### src/hdl/wst_task_ram.sv
// task handle store: one write port, one registered read port
module wst_task_ram #(
  parameter int unsigned ENTRIES = 128,
  parameter int unsigned WIDTH   = 32
) (
  input  logic                       clk_i,
  input  logic                       we_i,
  input  logic [$clog2(ENTRIES)-1:0] waddr_i,
  input  logic [WIDTH-1:0]           wdata_i,
  input  logic [$clog2(ENTRIES)-1:0] raddr_i,
  output logic [WIDTH-1:0]           rdata_o
);

  logic [WIDTH-1:0] mem [ENTRIES];
  logic [WIDTH-1:0] rdata_q;

  always_ff @(posedge clk_i) begin
    if (we_i) begin
      mem[waddr_i] <= wdata_i;
    end
    rdata_q <= mem[raddr_i];
  end

  assign rdata_o = rdata_q;

endmodule

### config.mk
export PLATFORM = sky130hd
export DESIGN_NAME = wst_task_ram
export DESIGN_NICKNAME = d
export VERILOG_FILES = /design/src/hdl/wst_task_ram.sv
export SDC_FILE = /design/constraint.sdc
export NUM_CORES = 2
export LEC_CHECK = 0
export BUFFER_PORTS_ARGS = -buffer_cell sky130_fd_sc_hd__buf_2
export CAP_MARGIN = 25
export CORE_MARGIN = 2
export CORE_UTILIZATION = 30
export CTS_BUF_LIST = sky130_fd_sc_hd__clkbuf_16
export DETAILED_ROUTE_END_ITERATION = 6
export PLACE_DENSITY = 0.5
export REMOVE_ABC_BUFFERS = 1
export SLEW_MARGIN = 20
export SYNTH_ARGS = -nofsm -noshare
export SYNTH_HDL_FRONTEND = slang
export SYNTH_SLANG_ARGS = --single-unit
### constraint.sdc
create_clock -name clk_i -period 3.5 [get_ports clk_i]
set_input_delay 0.35 -clock clk_i [delete_from_list [all_inputs] [get_ports clk_i]]
set_output_delay 0.35 -clock clk_i [all_outputs]
set_load 0.01 [all_outputs]
==> results.md <==
* FF-to-FF End: rdata_o[15]
* TritonRoute pass-1 iters at 5
* Gr usage total at 17.40%
* Crit path kind: register to register
* Psw at 23.14 mW
* Max Clock Freq at 376.2 MHz
* Max FO, Critical Path at 2
* Clk slew on worst S/H paths at 0.06 ns
* Min-delay src: wdata_i[26]
* Seq pwr share at 52.1%
* Placed Area at 171,400 µm²
* Max VDD drop at 0.4008 mV
* Vias in the first global route at 73,470
* Critical Path Sink Type: register
* Final Util at 35.69%
* Startpoint Class: register
* CTS tree: yes
* Worst R2R Start: mem[79][15]
* P_leak at 56.59 nW
* XOR/XNOR Fraction of Synth Area at 0%
* Layout cells sized above 1 at 37.73%
* Drt via density at 5.153
* Final Hold Viols at 0
* Synth Instances at 5,990
* Post-DRT Antenna Nets at 0
* Outcome: finished, final reports clean
* Finished Cell Area at 185,600 µm²
* Dominant cell type by area after synthesis: edfxtp_1
* Hold crit path type: primary input to register
* Antenna violations before repair at 72
* Grt ovf at 0
* Global-route wire length before repair at 634,000 µm
* Worst Tran Pin Value at 1.089 ns
* Post-CTS setup buffers at 0
* DR vias at 72,200
* Worst r2r path cells at 4
* Total CTS buffers at 434
* Setup Skew at 0.05942 ns
* DRC Markers at 0
* Compound-gate portion of the synthesized area at 0%
* WP data arrival at 3.52 ns
* Wire per inst at 33.37 µm
* Synth Area in Simple Gates at 0.4460%
* Switching share of total power at 21.95%
* CTS Buffer Depth at 4
* Commonest cells after routing, fill and taps aside: edfxtp_1 (4,096), mux4_2 (1,344), clkbuf_16 (442), buf_4 (264), buf_12 (226)
* Power density over cell area at 568.2 nW/µm²
* FF+latch count, synth at 4,128
* Final Setup Violations at 0
* Worst slew margin at 27.43%
* Worst Path Required at 4.37 ns
* Stages on worst setup path at 4
* Post-Syn Area per Cell at 26.09 µm²
* Die W at 725.8 µm
* Dpl hpwl at 267,700 µm
* Clk_lat worst skew at 0.99 ns
* Sink Count at 4,128
* WL final at 467,600 µm
* Total power at 105.4 mW
* Port bufs at 79
* Die height at 725.8 µm
* Worst-path cell chain: mux4_2 -> mux4_2 -> mux4_2 -> mux2_2
* Cell variety after synth at 17
* Clock share of power at 42.4%
* Area share of fa/ha/maj cells after synthesis at 0%
* Io pins at 80
* Sequential element share of the synthesized area at 79.12%
* Top cell type's share of synthesized area at 78.71%
* Mux share of post-synthesis cell area at 19.60%
* Hold Path Cell Cnt at 1
* Area growth syn-to-layout at 18.75%
* Comb power frac at 5.5%
* R2R Setup Slk at 0.84 ns
* GPL Wtd Cong at 0.7736
* Largest net degree at the start of global routing at 97
* Worst Setup SP: mem[79][15]
* Clock tree root driver cell: clkbuf_16
* Initial core utilization at 30.06%
* Synth area leaders: edfxtp_1 (79%), mux4_2 (19%), clkbuf_1 (0.44%)
* CP top delay family: multiplexers
* Std cell rows at 265
* RSZ-0062 raised after global routing: no
* Yosys warns at 0
* Die area at 526,700 µm²
* Most common cell after layout, fill and taps aside: edfxtp_1
* Max Cap Viol at 0
* Core Footprint at 519,900 µm²
* CP peak stage delay at 0.70 ns
* Internal power at 82.30 mW
* Tightest hold margin at 0.06577 ns
* Final nets at 6,722
* Critical path's slowest cell: mux4_2
* Post-Syn Area at 156,300 µm²
* Fin. max-slew vios at 0
* Fin crit share at 75.94%
* Main combinational cell family by area after synthesis: multiplexers
* Drt first-iter violations at 8,971
* Final min period at 2.658 ns
* Filler Cells Inserted at 47,320
* Worst path most repeated cell: mux4_2
* Worst Hold Path EP: mem[124][26]
* H-tree lvl count at 5
* Buf+Inv Stages, Crit Path at 0
==> layout make-up <==
cell class                      count  area [µm²]  share of cell area [%]
Multi-Input combinational cell   1546       32290                   17.40
Sequential cell                  4128      123600                   66.62
Clock inverter                    354        2710                   1.460
Tap cell                         6942        8686                   4.680
Timing Repair Buffer              564        7101                   3.826
Antenna cell                       35       87.58                 0.04720
Clock buffer                      442       11060                   5.960
==> synthesized netlist by cell type <==
master	number
buf_2	79
buf_4	3
buf_6	2
clkbuf_1	182
nand2b_1	2
nand3_1	12
or3_1	1
mux4_2	1344
mux2_2	32
nand4_1	3
edfxtp_1	4096
nor3_1	9
nor2_1	122
nand2_1	14
buf_1	50
nor2b_1	7
dfxtp_1	32
==> cell families (layout without fill, tap and decap cells) <==
family                 after synthesis  count (layout)
other                                0              35
muxes                             1376            1376
buffers and inverters              316            1360
DFF                               4128            4128
and+or+nand+nor                    170             170
==> how the worst max path moves through the flow <==
| stage | slack, ns | to |
|---|---|---|
| floorplan | -0.06 | mem[102][0] |
| global placement | -0.08 | rdata_o[15] |
| detailed placement | -0.08 | rdata_o[15] |
| CTS | 0.83 | rdata_o[30] |
| global route | 0.83 | rdata_o[30] |
| finish | 0.84 | rdata_o[15] |
==> metal layers <==
layer	vias up	GRT usage, %	share of wire, %
li1	27950	-	-
met1	40730	24.23	42
met2	2935	28.05	48
met3	562	3.916	8.6
met4	20	3.655	2.2
met5	-	0	0.029
==> stage by stage <==
step                TNS (ns)  cells  setup WS [ns]
finish                     0  14010         0.8420
detailed placement   -0.3739  13150       -0.08204
CTS                        0  13970         0.8342
global route               0  13980         0.8315
floorplan             -10.15   5674       -0.05650
global placement     -0.4481  13150       -0.08163
==> state kept, by name (all words and copies together) (netlist names) <==
name     flops
rdata_o     32
mem       4096
==> power by group through the flow <==
stage,registers (mW),logic (mW),clock network [mW]
floorplan,55.7,2.01,0
global placement,55.9,5.81,0
detailed placement,55.9,5.90,0
CTS,54.9,5.93,45.7
global route,54.9,6.09,47.5
finish,54.9,5.82,44.7
==> what timing repair did <==
| action | in CTS | in global routing |
|---|---|---|
| gates resized for setup | 0 | 0 |
| setup endpoints to repair | 0 | 0 |
| hold endpoints to repair | 760 | 93 |
| hold buffers | 22 | 4 |
Note: power is estimated with default switching activity, not from simulation.
