`src/hdl/wst_pkg.sv`:
```
// shared types, constants and the generator step for the work-stealing scheduler
package wst_pkg;

  localparam int unsigned RNG_W = 64;
  localparam logic [RNG_W-1:0] RNG_SEED_BASIS = 64'h9e3779b97f4a7c15;
  localparam int unsigned RNG_SHIFT_A = 13;
  localparam int unsigned RNG_SHIFT_B = 7;
  localparam int unsigned RNG_SHIFT_C = 17;
  localparam logic [7:0] PENDING_MAX = 8'd255;

  typedef enum logic [1:0] {
    K_SUBMIT = 2'd0,
    K_FETCH  = 2'd1,
    K_FINISH = 2'd2
  } kind_e;

  typedef enum logic [2:0] {
    ST_ACCEPTED  = 3'd0,
    ST_FULL      = 3'd1,
    ST_OWN       = 3'd2,
    ST_STOLEN    = 3'd3,
    ST_NO_WORK   = 3'd4,
    ST_DONE      = 3'd5,
    ST_UNDERFLOW = 3'd6
  } status_e;

  typedef enum logic [3:0] {
    S_IDLE,
    S_DISPATCH,
    S_PUSH,
    S_SLIDE_RD,
    S_SLIDE_WR,
    S_DIV,
    S_SCAN,
    S_READ,
    S_OUT
  } state_e;

  function automatic logic [RNG_W-1:0] xorshift_step(input logic [RNG_W-1:0] r);
    logic [RNG_W-1:0] x;
    x = r;
    x = x ^ (x << RNG_SHIFT_A);
    x = x ^ (x >> RNG_SHIFT_B);
    x = x ^ (x << RNG_SHIFT_C);
    return x;
  endfunction

endpackage

```
`src/hdl/wst_mod_unit.sv`:
```
// bit-serial remainder unit: 64-bit generator value modulo the worker count
module wst_mod_unit
  import wst_pkg::*;
#(
  parameter int unsigned DIV_W = 4
) (
  input  logic             clk_i,
  input  logic             rst_ni,
  input  logic             start_i,
  input  logic [RNG_W-1:0] dividend_i,
  input  logic [DIV_W-1:0] divisor_i,
  output logic             done_o,
  output logic [DIV_W-1:0] rem_o
);

  localparam int unsigned CNT_W = $clog2(RNG_W);

  logic [RNG_W-1:0] dvd_q;
  logic [DIV_W-1:0] dvs_q;
  logic [DIV_W-1:0] rem_q;
  logic [CNT_W-1:0] cnt_q;
  logic             busy_q;
  logic             done_q;
  logic [DIV_W:0]   shifted;

  assign shifted = {rem_q, dvd_q[RNG_W-1]};

  always_ff @(posedge clk_i or negedge rst_ni) begin
    if (!rst_ni) begin
      busy_q <= 1'b0;
      done_q <= 1'b0;
      cnt_q  <= '0;
    end else begin
      done_q <= 1'b0;
      if (start_i) begin
        busy_q <= 1'b1;
        cnt_q  <= '0;
      end else if (busy_q) begin
        cnt_q <= cnt_q + 1'b1;
        if (cnt_q == CNT_W'(RNG_W - 1)) begin
          busy_q <= 1'b0;
          done_q <= 1'b1;
        end
      end
    end
  end

  // one quotient bit per cycle while busy, only the remainder is kept
  always_ff @(posedge clk_i) begin
    if (start_i) begin
      dvd_q <= dividend_i;
      dvs_q <= divisor_i;
      rem_q <= '0;
    end else if (busy_q) begin
      dvd_q <= dvd_q << 1;
      if (shifted >= {1'b0, dvs_q}) begin
        rem_q <= DIV_W'(shifted - {1'b0, dvs_q});
      end else begin
        rem_q <= DIV_W'(shifted);
      end
    end
  end

  assign done_o = done_q;
  assign rem_o  = rem_q;

endmodule

```
`config.mk`:
```
export PLATFORM = sky130hd
export DESIGN_NAME = wst_mod_unit
export DESIGN_NICKNAME = d
export VERILOG_FILES = /design/src/hdl/wst_pkg.sv /design/src/hdl/wst_mod_unit.sv
export SDC_FILE = /design/constraint.sdc
export NUM_CORES = 1
export LEC_CHECK = 0
export ABC_CLOCK_PERIOD_IN_PS = 2700
export BUFFER_PORTS_ARGS = -buffer_cell sky130_fd_sc_hd__buf_2
export CAP_MARGIN = 20
export CORE_MARGIN = 2
export CORE_UTILIZATION = 45
export DETAILED_ROUTE_END_ITERATION = 8
export HOLD_SLACK_MARGIN = 0.05
export PLACE_DENSITY = 0.69
export SKIP_CTS_REPAIR_TIMING = 1
export SKIP_LAST_GASP = 1
export SYNTH_ARGS = -nofsm -noshare
export SYNTH_HDL_FRONTEND = slang
export SYNTH_SLANG_ARGS = --single-unit
```
`constraint.sdc`:
```
create_clock -name clk_i -period 2.7 [get_ports clk_i]
set_input_delay 0.54 -clock clk_i [delete_from_list [all_inputs] [get_ports clk_i]]
set_output_delay 0.54 -clock clk_i [all_outputs]
set_load 0.01 [all_outputs]
```
==> out/summary.json <==
{
  "cts_made_buffers": 9,
  "met2WireLength_um": 2510,
  "first_iter_violations": 66,
  "share_of_post_route_cells_with_drive_strength_above_1_pct": 43.9,
  "largest_cells_by_area_after_synthesis": "sky130_fd_sc_hd__edfxtp_1, sky130_fd_sc_hd__mux2_2, sky130_fd_sc_hd__mux2_1, sky130_fd_sc_hd__dfrtp_1, sky130_fd_sc_hd__dfxtp_1",
  "routability_congestion_estimate": 0.827,
  "cp_slowest_cell": "sky130_fd_sc_hd__or4_4",
  "timing.max_slew.rel_slack_pct": 63.3,
  "intPower_uw": 2160,
  "cp_max_fo": 4,
  "drtPass1Iterations": 4,
  "area.growth.synth_to_final_pct": 20.5,
  "dp_hpwl_um": 3940,
  "root_buffer": "sky130_fd_sc_hd__clkbuf_8",
  "grt_start_max_net_pins": 44,
  "critical_path.top_delay_family": "simple AND/OR/NAND/NOR gates",
  "place_inst": 387,
  "ir_worst_vdd_mv": 0.448,
  "finalWirelength_um": 5810,
  "grt_remaining_overflow": 0,
  "async_flop_share_pct": 10.0,
  "run_status": "complete, no violations",
  "synth_top_cell_area_share_pct": 58.2,
  "fill_cells": 633,
  "seq_area_frac_synth_pct": 66.2,
  "postRouteAntennaNets": 0,
  "nets": 374,
  "synth-warning-count": 0,
  "clkLatencyLatePin_ns": 0.35,
  "critical_path.startpoint_type": "flip-flop",
  "met3WireLength_um": 495,
  "clock-sinks": 80,
  "timing.setup.tns_ns": 0,
  "p_seq_share_pct": 54.2,
  "synth.lib_cells_used.distinct": 37,
  "core.rowCount": 32,
  "worst_hold_slack_ns": 0.363,
  "worstHoldPathType": "in -> reg",
  "worst_setup_hold_path_clk_slew_ns": 0.07,
  "detail_route.wl_per_cell_um": 14.4,
  "synth_nets": 292,
  "clkPwrFrac_pct": 29.8,
  "finalCriticalPeriod_ns": 1.84,
  "m1WireLength_um": 2730,
  "layout_setup_ws_ns": 0.856,
  "syn_inst": 215,
  "worst-path-buf-inv": 0,
  "timing.final.max_slew_violations": 0,
  "comb_power_share_pct": 15.9,
  "timing.critical_path.slowest_cell_delay_ns": 0.54,
  "post_synth_edffs": 68,
  "grt_usage_pct": 14.7,
  "final_cell_count_no_fill": 403,
  "start_util_pct": 45.9,
  "ioPinCount": 76,
  "syn_avg_cell_area_um2": 16.3,
  "worst_ep_required_time_ns": 2.96,
  "core_box_area_mm2": 0.00765,
  "p_sw_uw": 694,
  "p_leak_uw": 0.00171,
  "topRoutingLayerUsed": "met4",
  "die_w_um": 92.3,
  "preCtsSetupSlack_ns": 0.881,
  "drc": 0,
  "synth.top_cells.by_count": "sky130_fd_sc_hd__edfxtp_1, sky130_fd_sc_hd__mux2_2, sky130_fd_sc_hd__mux2_1",
  "critical_path.endpoint_type": "flip-flop",
  "final.period_utilization_pct": 68.3,
  "max_slew.worst_pin.slew_ns": 0.545,
  "clock_tree.buffer_depth": 2,
  "htree_num_levels": 3,
  "fmaxAchievable_ghz": 0.542,
  "dieArea_mm2": 0.00852,
  "setup_viol": 0,
  "final_hold_viol_count": 0,
  "tritoncts": "yes",
  "vias_in_the_first_global_route": 1966,
  "total_standard_cell_area_after_synthesis_mm2": 0.00351,
  "chipHeight_um": 92.3,
  "dr_total_vias": 2031,
  "grt_pass1_wl_um": 9350,
  "synth_area_leader_cell": "sky130_fd_sc_hd__edfxtp_1",
  "most_frequent_cell_after_synthesis": "sky130_fd_sc_hd__edfxtp_1",
  "ys_dominant_reg_cell": "sky130_fd_sc_hd__edfxtp_1",
  "path_cells": "ha_1 > or4_4 > a21oi_4 > nor3_2 > mux2i_1 > a211oi_1",
  "setup_repair_after_global_routing_missed_its_margin": "no",
  "drv.max_cap_violation_count": 0,
  "cellPowerDensity_mw_per_mm2": 674,
  "crit_arrival_ns": 2.11,
  "antenna_found_initial": 0,
  "fin_worst_skew_ns": 0.00777,
  "antenna_cells_inserted": 0,
  "io_buffer_count": 75,
  "p_sw_share_pct": 24.4,
  "avgViaCountPerCell": 5.04,
  "cp_class": "reg -> reg",
  "synth.ff_latch_count": 80
}
-- cell type report --
class                      instances  area [µm²]  share of cell area, %
inverter                           6        26.3                  0.621
tap                              102         128                   3.02
sequential                        80        2320                   54.9
clock buffer                      10         128                   3.02
clock inverter                     5        56.3                   1.33
timing repair buffer              80         443                   10.5
multi-input combinational        120        1130                   26.6
-- cells by family after synthesis --
logic type	synth area share (%)
flip-flops	66.2
adder cells (fa/ha/maj)	2.35
AND/OR/NAND/NOR	4.99
multiplexers	20.8
buffers and inverters	1.71
XOR/XNOR	0.998
AO/OA/AOI/OAI	2.99
-- stage by stage --
| stage | util (%) | area (µm²) | power [µW] |
|---|---|---|---|
| 6_report | 55.3 | 4230 | 2850 |
| 5_1_grt | 55.3 | 4230 | 3000 |
| 4_1_cts | 55.2 | 4220 | 2890 |
| 3_5_place_dp | 52.8 | 4040 | 2030 |
| 3_3_place_gp | 52.8 | 4040 | 2010 |
| 2_1_floorplan | - | 3510 | 1880 |
-- routing by layer --
| metal | track usage, % | vias to the layer above |
|---|---|---|
| met2 | 19.6 | 63 |
| met3 | 7.97 | 9 |
| met4 | 4.48 | 0 |
| met1 | 20.6 | 978 |
| met5 | 0 | - |
| li1 | - | 981 |
-- sequential cells by signal, summed over array words and instances, names as in the netlist --
| register | count |
|---|---|
| done_o | 1 |
| rem_o | 4 |
| dvd_q | 64 |
| dvs_q | 4 |
| busy_q | 1 |
| cnt_q | 6 |
-- power groups by stage --
stage                     logic, µW  registers [µW]  clock network, µW
final                           455            1550                851
after global routing            510            1560                936
after CTS                       459            1550                890
after detailed placement        457            1570                  0
after global placement          448            1570                  0
after floorplan                 318            1560                  0
-- worst reg2reg max path: stages (launching register included) --
cell                       delay [ns]
sky130_fd_sc_hd__dfxtp_1         0.35
sky130_fd_sc_hd__ha_1            0.25
sky130_fd_sc_hd__or4_4           0.54
sky130_fd_sc_hd__a21oi_4         0.16
sky130_fd_sc_hd__nor3_2          0.10
sky130_fd_sc_hd__mux2i_1         0.15
sky130_fd_sc_hd__a211oi_1        0.22
-- path summary, 6_finish.rpt --
check                                           start                     to  slack, ns  cells after the start
max in group asynchronous                      rst_ni   cnt_q[1]$_DFFE_PN0P_       1.97                      2
worst min register to register    dvd_q[41]$_DFFE_PP_    dvd_q[42]$_DFFE_PP_       0.53                      1
worst max register to register  rem_o[2]$_SDFFE_PP0P_  rem_o[1]$_SDFFE_PP0P_       0.86                      6
min in group asynchronous                      rst_ni   cnt_q[4]$_DFFE_PN0P_       0.56                      2
worst min-delay path                     divisor_i[1]     dvs_q[1]$_DFFE_PP_       0.36                      1
worst max-delay path            rem_o[2]$_SDFFE_PP0P_  rem_o[1]$_SDFFE_PP0P_       0.86                      6
-- cell usage in the layout, fill, tap and decap left out, types with 2 or more instances in the layout --
master,synthesis,layout
sky130_fd_sc_hd__and2_1,2,2
sky130_fd_sc_hd__inv_1,6,5
sky130_fd_sc_hd__nand2_1,2,2
sky130_fd_sc_hd__o21ai_0,2,2
sky130_fd_sc_hd__edfxtp_1,68,68
sky130_fd_sc_hd__mux2i_1,2,2
sky130_fd_sc_hd__dfrtp_1,8,8
sky130_fd_sc_hd__dfxtp_1,4,4
sky130_fd_sc_hd__nor2_1,9,9
sky130_fd_sc_hd__clkinv_2,0,2
sky130_fd_sc_hd__nand4_1,3,3
sky130_fd_sc_hd__nand2b_1,3,3
sky130_fd_sc_hd__xor2_1,3,3
sky130_fd_sc_hd__buf_12,0,2
sky130_fd_sc_hd__or3_1,2,2
sky130_fd_sc_hd__clkbuf_8,0,9
sky130_fd_sc_hd__a211oi_1,2,2
sky130_fd_sc_hd__mux2_1,29,29
sky130_fd_sc_hd__clkinvlp_4,0,2
sky130_fd_sc_hd__a21oi_1,3,3
sky130_fd_sc_hd__mux2_2,34,34
sky130_fd_sc_hd__buf_2,3,74
sky130_fd_sc_hd__ha_1,5,5
sky130_fd_sc_hd__buf_4,0,3
sky130_fd_sc_hd__nor3_1,4,4
Power figures use the tool's default switching activity.
